**src/hdl/scs1a_pkg.sv**
```systemverilog
package scs1a_pkg;

   localparam int unsigned CodeWidth = 7;
   localparam int unsigned CharWidth = 7;

   typedef logic [CodeWidth-1:0] code_type;
   typedef logic [CharWidth-1:0] char_type;

   localparam code_type ScShiftLeft  = 7'h2A;
   localparam code_type ScShiftRight = 7'h36;
   localparam code_type ScEnter      = 7'h1C;
   localparam code_type ScBackspace  = 7'h0E;
   localparam code_type ScTab        = 7'h0F;
   localparam code_type ScSpace      = 7'h39;

   localparam char_type ChNone      = 7'h00;
   localparam char_type ChLineFeed  = 7'h0A;
   localparam char_type ChBackspace = 7'h08;
   localparam char_type ChTab       = 7'h09;
   localparam char_type ChSpace     = 7'h20;

   typedef struct packed {
      char_type  char_code;
      logic      shift_on;
      logic      released;
      code_type  scan_code;
   } rsp_type;

   function automatic logic is_shift_key(input code_type code);
      return (code == ScShiftLeft) || (code == ScShiftRight);
   endfunction

   function automatic char_type char_lookup(input code_type code, input logic up);
      char_type ch;
      ch = ChNone;
      unique case (code)
         ScEnter:     ch = ChLineFeed;
         ScBackspace: ch = ChBackspace;
         ScTab:       ch = ChTab;
         ScSpace:     ch = ChSpace;
         7'h10:       ch = up ? 7'h51 : 7'h71;
         7'h11:       ch = up ? 7'h57 : 7'h77;
         7'h12:       ch = up ? 7'h45 : 7'h65;
         7'h13:       ch = up ? 7'h52 : 7'h72;
         7'h14:       ch = up ? 7'h54 : 7'h74;
         7'h15:       ch = up ? 7'h59 : 7'h79;
         7'h16:       ch = up ? 7'h55 : 7'h75;
         7'h17:       ch = up ? 7'h49 : 7'h69;
         7'h18:       ch = up ? 7'h4F : 7'h6F;
         7'h19:       ch = up ? 7'h50 : 7'h70;
         7'h1E:       ch = up ? 7'h41 : 7'h61;
         7'h1F:       ch = up ? 7'h53 : 7'h73;
         7'h20:       ch = up ? 7'h44 : 7'h64;
         7'h21:       ch = up ? 7'h46 : 7'h66;
         7'h22:       ch = up ? 7'h47 : 7'h67;
         7'h23:       ch = up ? 7'h48 : 7'h68;
         7'h24:       ch = up ? 7'h4A : 7'h6A;
         7'h25:       ch = up ? 7'h4B : 7'h6B;
         7'h26:       ch = up ? 7'h4C : 7'h6C;
         7'h2C:       ch = up ? 7'h5A : 7'h7A;
         7'h2D:       ch = up ? 7'h58 : 7'h78;
         7'h2E:       ch = up ? 7'h43 : 7'h63;
         7'h2F:       ch = up ? 7'h56 : 7'h76;
         7'h30:       ch = up ? 7'h42 : 7'h62;
         7'h31:       ch = up ? 7'h4E : 7'h6E;
         7'h32:       ch = up ? 7'h4D : 7'h6D;
         7'h02:       ch = up ? 7'h21 : 7'h31;
         7'h03:       ch = up ? 7'h40 : 7'h32;
         7'h04:       ch = up ? 7'h23 : 7'h33;
         7'h05:       ch = up ? 7'h24 : 7'h34;
         7'h06:       ch = up ? 7'h25 : 7'h35;
         7'h07:       ch = up ? 7'h5E : 7'h36;
         7'h08:       ch = up ? 7'h26 : 7'h37;
         7'h09:       ch = up ? 7'h2A : 7'h38;
         7'h0A:       ch = up ? 7'h28 : 7'h39;
         7'h0B:       ch = up ? 7'h29 : 7'h30;
         default:     ch = ChNone;
      endcase
      return ch;
   endfunction

endpackage

```
**src/hdl/scancode_set1_to_ascii.sv**
```systemverilog
// Channel   Dir  Word bits  Contents
// req_      in   8          raw_code
// rsp_      out  16         scan_code, released, shift_on, char_code
//
// Two register stages: an input register and a result register.
// One word per cycle sustained while rsp_tready is held high; a word passes the input and result registers.
// Synchronous active-high reset clears both valid flags and the shift flag.
// The shift flag updates as a word moves from the input to the result register.
// A stall on rsp_ holds both stages; req_tready falls only when both are full.
module scancode_set1_to_ascii (
   input  logic        clock,
   input  logic        reset,
   input  logic        req_tvalid,
   output logic        req_tready,
   input  logic [7:0]  req_tdata,   // [7:0] raw_code
   output logic        rsp_tvalid,
   input  logic        rsp_tready,
   output logic [15:0] rsp_tdata    // [6:0] scan_code, [7] released, [8] shift_on,
                                    // [15:9] char_code
);

   logic                  s1_valid_ff, s1_valid_in;
   logic [7:0]            s1_raw_ff;
   logic                  shift_ff, shift_in;
   logic                  rsp_valid_ff, rsp_valid_in;
   scs1a_pkg::rsp_type    rsp_ff, rsp_in;
   scs1a_pkg::code_type   s1_code;
   logic                  s1_rel;
   logic                  adv_out;
   logic                  load_out;

   assign s1_code    = s1_raw_ff[6:0];
   assign s1_rel     = s1_raw_ff[7];
   assign adv_out    = !rsp_valid_ff || rsp_tready;
   assign load_out   = s1_valid_ff && adv_out;
   assign req_tready = !s1_valid_ff || adv_out;

   always_comb begin
      s1_valid_in  = req_tvalid || (s1_valid_ff && !adv_out);
      rsp_valid_in = s1_valid_ff || (rsp_valid_ff && !rsp_tready);
      shift_in     = shift_ff;
      if (load_out && scs1a_pkg::is_shift_key(s1_code)) begin
         shift_in = !s1_rel;
      end
      rsp_in.scan_code  = s1_code;
      rsp_in.released   = s1_rel;
      rsp_in.shift_on   = shift_in;
      rsp_in.char_code  = scs1a_pkg::char_lookup(s1_code, shift_in);
   end

   always_ff @(posedge clock) begin
      if (reset) begin
         s1_valid_ff  <= 1'b0;
         rsp_valid_ff <= 1'b0;
         shift_ff     <= 1'b0;
      end else begin
         if (req_tready) begin
            s1_valid_ff <= s1_valid_in;
         end
         if (adv_out) begin
            rsp_valid_ff <= rsp_valid_in;
         end
         shift_ff <= shift_in;
      end
   end

   always_ff @(posedge clock) begin
      if (req_tready && req_tvalid) begin
         s1_raw_ff <= req_tdata;
      end
      if (load_out) begin
         rsp_ff <= rsp_in;
      end
   end

   assign rsp_tvalid = rsp_valid_ff;
   assign rsp_tdata  = rsp_ff;

   a_shift_reset: assert property (@(posedge clock) reset |=> !shift_ff)
      else $error("shift flag not cleared by reset");

   a_shift_out: assert property (@(posedge clock) disable iff (reset)
      load_out |=> rsp_ff.shift_on == shift_ff)
      else $error("result shift_on disagrees with kept shift flag");

   a_shift_release: assert property (@(posedge clock) disable iff (reset)
      load_out && s1_rel && scs1a_pkg::is_shift_key(s1_code) |=> !shift_ff)
      else $error("shift release did not clear shift flag");

   a_shift_nochar: assert property (@(posedge clock) disable iff (reset)
      rsp_valid_ff && scs1a_pkg::is_shift_key(rsp_ff.scan_code)
      |-> rsp_ff.char_code == scs1a_pkg::ChNone)
      else $error("shift key produced a character");

   a_ready_full: assert property (@(posedge clock) disable iff (reset)
      !req_tready |-> s1_valid_ff && rsp_valid_ff && !rsp_tready)
      else $error("input stalled while a stage is free");

endmodule

```
**config.mk**
```make
export PLATFORM = sky130hd
export DESIGN_NAME = scancode_set1_to_ascii
export DESIGN_NICKNAME = d
export VERILOG_FILES = /design/src/hdl/scs1a_pkg.sv /design/src/hdl/scancode_set1_to_ascii.sv
export SDC_FILE = /design/constraint.sdc
export NUM_CORES = 1
export LEC_CHECK = 0
export BUFFER_PORTS_ARGS = -buffer_cell sky130_fd_sc_hd__buf_4
export CORE_ASPECT_RATIO = 1.2
export CORE_MARGIN = 2
export CORE_UTILIZATION = 34
export CTS_BUF_LIST = sky130_fd_sc_hd__clkbuf_8
export CTS_CLUSTER_DIAMETER = 40
export DETAILED_ROUTE_END_ITERATION = 8
export GPL_TIMING_DRIVEN = 0
export PLACE_DENSITY = 0.61
export REMOVE_ABC_BUFFERS = 1
export SKIP_CTS_REPAIR_TIMING = 1
export SYNTH_ARGS = -nofsm -noshare
export SYNTH_HDL_FRONTEND = slang
export SYNTH_SLANG_ARGS = --single-unit
```
**constraint.sdc**
```tcl
create_clock -name clock -period 5.23 [get_ports clock]
set_clock_uncertainty 0.1 [all_clocks]
set_input_delay 1.569 -clock clock [delete_from_list [all_inputs] [get_ports clock]]
set_output_delay 1.569 -clock clock [all_outputs]
set_load 0.03 [all_outputs]
```
==> metrics, run 1 <==
internal power=about 0.34 mW; worst-margin pin slew=around 1200 ps; yosys warns=0; synthesized instance count=160; clk_lat worst skew=between 200 and 300 ps; DP Worst Slack=approximately 1300 ps; Finish-stage setup viols=0; Synth cell types=57; Max Fclk=~0.25 GHz; CTS sink count=27; vias in the first global route=roughly 1.2k; flops & latches, synth=27; top_reg_cell synth=edfxtp_1; Syn Std Cell Area=roughly 1700 sq um; Final Power=around 0.47 mW; grt total ovfl=0; Leakage Power=roughly 0.70 nW; Hold Startpoint=s1_raw_ff[7]; PwrDens=approximately 240 nW/um^2; Async SR Flop Fraction=0; # port buffers=29; Switching Share=0.280; sequential-to-total area share from yosys stat=0.463; 1st-iter DRT viols=97; CP startpoint=rsp_tready; Clock Tree Root=clkbuf_8; largest net degree at the start of global routing=26; R2R Path Start=s1_raw_ff[2]; Final Max Slew Viols=0; maximum VDD drop=0.178 mV; drt total wl=around 3400 um; Setup WS post-layout=between 1000 and 1500 ps; die area=between 5000 and 6000 sq um; Global Route Usage Sum=0.136; clock period minus worst slack=3970 ps; adder and majority gate portion of the synthesized area=0; routed len/inst=14.4 um; worst hold slack=approximately 380 ps; EDFF count, synth=24; number of vias per cell=roughly 5.5; Worst EP required=between 3000 and 4000 ps; clock power share=0.258; final hold violations=0; Buf/Inv on CP=2; H-Tree Depth=1; routability cong.=roughly 0.85; Slowest cell on crit path=nor2b_2; Final Util=0.403; # rows=28; Setup Crit Path Kind=input pin to primary output; maximum clock insertion buffer count=2; XOR/XNOR share of the synthesized area=0.0208; core area=4870 sq um; CP cell instances=buf_4, nor2b_2, nand2_1, buf_4; Synth Area in Compound Gates=0.215; Tcrit/Tclk final=0.760; post-route ant nets=0; Comb pwr share=0.167; Die W=approximately 68 um; post-synthesis mux area share=0.0423; DRT Pass-1 Iters=6; max_slew headroom=0.196; initial core utilization=0.346; Slowest Stage Delay on Critical Path=310 ps; layout cells sized above 1=0.228; Net Sw Power=around 0.13 mW; combinational family with the most area after synthesis=compound AO/OA/AOI/OAI gates; MaxCap Viol Count=0; CTS Buf Count=3; TritonCTS clock tree=yes; commonest non-fill, non-tap cell in the layout=buf_4; Crit path top cell by count=buf_4; Worst-path clk slew=around 100 ps; RSZ-0062 raised after global routing=false; Top delay family on crit path=simple AND/OR/NAND/NOR gates; status=completed; fin nets=about 190; first-pass GRT wire length=5760 um; Die H=81.1 um; Area Growth Syn to Fin=16.5%; DRC=0; Avg Inst Size Synth=10.5 sq um; num ports=30; Worst setup SP type=input pin; vias=roughly 1.3k; initial antenna violation count=0; most frequent cells in the layout=buf_4 (29), edfxtp_1 (24), nor2_1 (15), nand2_1 (10), nor2b_1 (7); sequential power share=0.575; CP Capture Type=primary output; final setup TNS=0 ps; placed wire-length estimate=2330 um; arrival time worst endpoint=around 2300 ps; critical path fanouts, max=7; fraction of the mapped netlist area in simple logic gates=0.209; Hold Crit Class=flop to flop; Ant. Diodes=0
==> metal layers <==
metal | global-route usage | share of wire
met5 | 0 | 0
met4 | 0.0300 | 0.0075
met1 | 0.190 | 0.47
met3 | 0.0291 | 0.058
met2 | 0.215 | 0.46
==> worst register-to-register path, delay by kind of cell (launching register included) <==
kind	cells	cell delay, ps
buffers and inverters	1	240
AO/OA/AOI/OAI	4	1180
flip-flops	1	870
==> power groups by stage <==
stage	combinational, mW	sequential, mW	clock, mW
final	0.0785	0.270	0.121
after global routing	0.0861	0.272	0.135
after CTS	0.0788	0.269	0.126
after detailed placement	0.0785	0.274	0
after global placement	0.0785	0.274	0
after floorplan	0.0414	0.281	0
==> cell usage after synthesis (2+ instances only) <==
cell type	n	area, sq um
nand2b_1	4	25.0
nor3_1	3	15.0
nor3b_1	2	15.0
a21oi_1	6	30.0
nand4_1	2	12.5
and3b_1	2	17.5
xnor2_1	2	17.5
o211ai_1	3	22.5
buf_1	2	7.51
or3_1	2	12.5
buf_2	6	30.0
nor4_1	2	12.5
nor2b_1	7	43.8
inv_1	5	18.8
o22ai_1	4	25.0
nand3b_1	2	15.0
a32oi_1	2	17.5
nand2_1	10	37.5
nor2_1	15	56.3
mux2i_1	6	60.1
a211oi_1	3	22.5
and2_1	3	18.8
o21ai_0	3	15.0
a221oi_1	2	17.5
edfxtp_1	24	721
dfxtp_1	3	60.1
xor2_1	2	17.5
clkbuf_1	4	15.0
==> path summary, 6_finish.rpt <==
path | slack (ps) | cells after the start | endpoint
worst max-delay path | 1260 | 4 | req_tready
worst min-delay path | 380 | 0 | rsp_tdata[7]
worst max register to register | 2570 | 5 | rsp_tdata[13]
worst min register to register | 380 | 0 | rsp_tdata[7]
==> layout make-up <==
type | instances | area (sq um)
Clock buffer | 3 | 41.3
Timing Repair Buffer | 29 | 218
Fill cell | 480 | 2910
Clock inverter | 1 | 7.51
Inverter | 5 | 18.8
Sequential cell | 27 | 781
Tap cell | 60 | 75.1
Multi-Input combinational cell | 115 | 822
==> per-stage QoR <==
stage / std cells / cell area (sq um)
after CTS: 240 / 1960
after detailed placement: 236 / 1910
after global placement: 236 / 1910
final: 240 / 1960
after floorplan: 147 / 1620
after global routing: 240 / 1960
==> registers in the layout, summed over array words and instances, names as in the netlist <==
register     flops
rsp_tdata       16
rsp_tvalid       1
s1_raw_ff        8
s1_valid_ff      1
shift_ff         1
==> cell families after synthesis <==
kind of cell | after synthesis
AND/OR/NAND/NOR | 60
XOR/XNOR | 4
buffers and inverters | 18
multiplexers | 7
AO/OA/AOI/OAI | 44
flip-flops | 27
Note: power is estimated with default switching activity, not from simulation.
==> inputs of run 2 (changes only) <==
- PLACE_DENSITY: 0.61 -> 0.63
- clock period: 5.23 -> 3.5 ns (I/O delays scaled with it)
==> run 2 against run 1 <==
Register-to-register slack lost 1700 ps. Final cell count did not move. Via count rose by 2.0%. Utilization did not move. Total power grew 50%. Global-route usage is essentially flat. Count of clock-buffer cells in the layout unchanged. Flip-flop and latch count unchanged. Critical endpoint unchanged.
==> metrics, run 2 (synthesis gave the netlist of run 1 again) <==
met1 Use GR=0.192; drt total wl=about 3400 um; CTS Buf Count=3; grt peak-use layer=met2; Finish-stage setup viols=0; met2 usage=0.203; PwrDens=~360 nW/um^2; largest net degree at the start of global routing=26; Layout Cells excl Fill=240; Hold Path Sink=rsp_tdata[7]; Setup WS post-layout=about 600 ps; MaxCap Viol Count=0; Clock Tree Root=clkbuf_8; vias in the first global route=between 1k and 1.5k; first-pass GRT wire length=approximately 5700 um; vias=between 1k and 1.5k; Area Growth Syn to Fin=16.5%; final setup TNS=0 ps; Die W=68.3 um; grt total ovfl=0; Leakage Power=approximately 0.70 nW; Die H=roughly 81 um; hold depth=0; # rows=28; num ports=30; # port buffers=29; DRT Pass-1 Iters=4; Setup Crit Path Kind=input pin to primary output; worst-margin pin slew=about 1200 ps; worst hold slack=367 ps; commonest non-fill, non-tap cell in the layout=buf_4; placed wire-length estimate=2290 um; initial core utilization=0.346; RSZ-0062 raised after global routing=false; most frequent cells in the layout=buf_4 (29), edfxtp_1 (24), nor2_1 (15), nand2_1 (10), nor2b_1 (7); final hold violations=0; critical path fanouts, max=7; maximum clock insertion buffer count=2; Final Max Slew Viols=0; Worst setup SP type=input pin; clock period minus worst slack=just under 3000 ps; R2R setup slack=between 800 and 900 ps; status=completed; 1st-iter DRT viols=58; RR Endpoint=rsp_tdata[13]; DRC=0; die area=5540 sq um; routed len/inst=14.3 um; max_slew headroom=0.185; number of flip-flops under the largest register name=16; number of vias per cell=5.61; post-route ant nets=0; CTS sink count=27; post-placement cell count=236; R2R Path Start=s1_raw_ff[2]; DP Worst Slack=584 ps; core area=4870 sq um; Worst EP required=about 2400 ps; CP Capture Type=primary output; fin nets=between 150 and 200; Worst-path clk slew=around 90 ps; routability cong.=between 0.8 and 0.9; Hold Crit Class=flop to flop; Tcrit/Tclk final=0.831; initial antenna violation count=0; layout cells sized above 1=0.228; Placed Area=roughly 1900 sq um; Max Fclk=about 0.34 GHz; clk_lat worst skew=280 ps; TritonCTS clock tree=yes; Global Route Usage Sum=0.136; Design Area, Final=1960 sq um; Ant. Diodes=0; Reg2Reg Depth=5; H-Tree Depth=1; arrival time worst endpoint=1760 ps; GRT met3 Usage=0.0291; Hold Startpoint=s1_raw_ff[7]; maximum VDD drop=roughly 0.19 mV
==> run 2: cell counts in the layout (fill, tap and decap cells not counted) <==
Identical to the previous run, type by type.
==> run 2: worst max-delay path, cell delays in order <==
cell     delay (ps)
buf_4           110
nor2b_2         300
nand2_1         120
buf_4           180
==> run 2: layout make-up <==
| class | instances | area [sq um] |
|---|---|---|
| clock inverters | 1 | 7.51 |
| repair buffers | 29 | 218 |
| fillers | 468 | 2910 |
| inverters | 5 | 18.8 |
| flip-flops and latches | 27 | 781 |
| multi-input cells | 115 | 822 |
| well taps | 60 | 75.1 |
| clock buffers | 3 | 41.3 |
==> run 2: worst max path at each step <==
stage | slack [ps] | end | depth (start not counted) | startpoint
2_1_floorplan | 770 | req_tready | 2 | rsp_tready
3_3_place_gp | 590 | req_tready | 4 | rsp_tready
3_5_place_dp | 580 | req_tready | 4 | rsp_tready
4_1_cts | 580 | req_tready | 4 | rsp_tready
5_1_grt | 500 | req_tready | 4 | rsp_tready
6_report | 590 | req_tready | 4 | rsp_tready
==> run 2: where the power goes <==
part,total [mW],internal [mW],leakage (nW),switching [mW]
sequential,0.403,0.371,0.254,0.0321
clock,0.185,0.0809,0.0217,0.104
combinational,0.117,0.0534,0.427,0.0634
total,0.704,0.505,0.702,0.199
==> run 2: stage by stage <==
stage | power, mW | util
after global placement | 0.526 | 0.393
after floorplan | 0.482 | -
after CTS | 0.711 | 0.403
final | 0.704 | 0.403
after detailed placement | 0.527 | 0.393
after global routing | 0.739 | 0.403
==> run 2: layer usage <==
layer | wire [um] | vias up
met5 | 0 | -
met4 | 72 | 0
met3 | 182 | 6
met2 | 1600 | 51
met1 | 1570 | 642
li1 | - | 648
==> inputs of run 3 (changes only) <==
- ABC_AREA: not set -> 1
- clock period: 3.5 -> 2.6 ns (I/O delays scaled with it)
==> run 3 against run 2 <==
Count of clock-buffer cells in the layout is the same. First-iteration DRC count grew 29%. Combinational power grew 36%. Flip-flop and latch count is the same. Hold slack gained 39 ps. Die area shrank 3.2%. Final cell count grew 24%. Area after synthesis shrank 3.3%. Critical endpoint unchanged. Largest cell class is now registers.
==> metrics, run 3 <==
status=completed; Finish-stage setup viols=0; Layout Cells excl Fill=297; ranking of synthesized cells by area=edfxtp_1 (44%), nand2_1 (11%), nand3_1 (8.0%); clock period minus worst slack=between 2000 and 2500 ps; Slowest Stage Delay on Critical Path=~200 ps; post-synthesis mux area share=0; adder and majority gate portion of the synthesized area=0; vias in the first global route=1,401; Die H=between 70 and 80 um; share of the synthesized area in the top cell type=0.442; CP Capture Type=primary output; Final Power=0.923 mW; sequential-to-total area share from yosys stat=0.479; sequential power share=0.559; vias=~1.5k; max_slew headroom=0.545; synthesized instance count=~200; Ant. Diodes=0; H-Tree Depth=1; TritonCTS clock tree=yes; core area=between 4000 and 5000 sq um; Switching Share=0.283; die area=5360 sq um; largest net degree at the start of global routing=17; RSZ-0062 raised after global routing=false; combinational family with the most area after synthesis=simple AND/OR/NAND/NOR gates; drt total wl=3870 um; initial antenna violation count=0; internal power=around 0.66 mW; PwrDens=467 nW/um^2; fraction of the mapped netlist area in simple logic gates=0.378; Final Max Slew Viols=0; EDFF count, synth=24; 1st-iter DRT viols=75; initial core utilization=0.355; CTS sink count=27; Tcrit/Tclk final=0.836; first-pass GRT wire length=6270 um; number of flip-flops under the largest register name=16; yosys warns=0; Die W=between 60 and 70 um; post-route ant nets=0; num ports=30; most frequent cells in the layout=nand2_1 (48), nor2_1 (34), buf_4 (29), nand3_1 (26), edfxtp_1 (24); layout cells sized above 1=0.238; Worst EP required=~1700 ps; flops & latches, synth=27; maximum VDD drop=0.218 mV; Worst setup SP type=input pin; maximum clock insertion buffer count=2; # rows=27; Synth Area in Compound Gates=0.0737; Async SR Flop Fraction=0; critical path fanouts, max=3; Syn Std Cell Area=approximately 1600 sq um; worst hold slack=between 400 and 500 ps; Yosys top cell by area=edfxtp_1; final hold violations=0; Global Route Usage Sum=0.156; Clock Tree Root=clkbuf_8; count leader, synth=nand2_1; number of vias per cell=between 4 and 5; # port buffers=29; routed len/inst=roughly 13 um; top cells by instance count after synthesis=nand2_1 (48), nor2_1 (34), nand3_1 (26); placed wire-length estimate=roughly 3100 um; top_reg_cell synth=edfxtp_1; grt total ovfl=0; Crit path top cell by count=buf_4; Hold Crit Class=flop to flop; arrival time worst endpoint=1290 ps; Avg Inst Size Synth=between 7 and 8 sq um; Setup Crit Path Kind=input pin to primary output; CP cell instances=buf_4, inv_1, nand3_1, buf_4; clock power share=0.269; post-placement cell count=293; Area Growth Syn to Fin=21.3%; Slowest cell on crit path=buf_4; CTS Buf Count=3; XOR/XNOR share of the synthesized area=0; commonest non-fill, non-tap cell in the layout=nand2_1; Net Sw Power=between 0.2 and 0.3 mW; Leakage Power=between 0.8 and 0.9 nW; Comb pwr share=0.172; Max Fclk=between 0.4 and 0.5 GHz; final setup TNS=0 ps; DRC=0; clk_lat worst skew=270 ps; fin nets=about 250; MaxCap Viol Count=0; DRT Pass-1 Iters=4; worst-margin pin slew=a little under 700 ps; routability cong.=roughly 0.94; Synth cell types=23; Worst-path clk slew=around 100 ps
==> run 3: cells by family (layout without fill, tap and decap cells) <==
kind of cell / after synthesis / count (layout)
buf+inv: 28 / 61
simple gates: 132 / 132
compound gates: 19 / 19
flops: 27 / 27
==> run 3: critical path, delay by kind of cell <==
kind | cells | cell delay, ps
buf+inv | 3 | 400
simple gates | 1 | 120
==> run 3: stage by stage <==
stage	utilization	area [sq um]	setup slack, ps
finish	0.430	1980	427
global route	0.430	1980	394
CTS	0.430	1980	425
detailed placement	0.419	1930	399
global placement	0.415	1910	-743
floorplan	-	1620	-64.0
==> run 3: path summary, 6_finish.rpt <==
check                                  start            to  slack (ps)  cells after the start
worst min register to register   s1_valid_ff    rsp_tvalid         410                      2
worst max register to register  s1_raw_ff[6]  rsp_tdata[9]         540                      9
worst min-delay path             s1_valid_ff    rsp_tvalid         410                      2
worst max-delay path              rsp_tready    req_tready         430                      4
==> run 3: power groups by stage <==
stage / logic, mW / clock network [mW] / registers (mW)
after detailed placement: 0.159 / 0 / 0.527
after global routing: 0.175 / 0.279 / 0.520
after global placement: 0.157 / 0 / 0.526
after CTS: 0.160 / 0.259 / 0.517
final: 0.159 / 0.248 / 0.516
after floorplan: 0.0734 / 0 / 0.551
==> run 3: layout make-up <==
class	count	area, sq um
multi-input combinational	151	739
fill	487	2620
sequential	27	781
clock inverter	1	7.51
inverter	27	101
tap	58	72.6
timing repair buffer	30	233
clock buffer	3	41.3
==> run 3: layer usage <==
layer | track usage | share of wire | vias up
li1 | - | - | 753
met1 | 0.190 | 0.43 | 648
met2 | 0.268 | 0.50 | 46
met3 | 0.0226 | 0.054 | 6
met4 | 0.0673 | 0.016 | 0
met5 | 0 | 0 | -
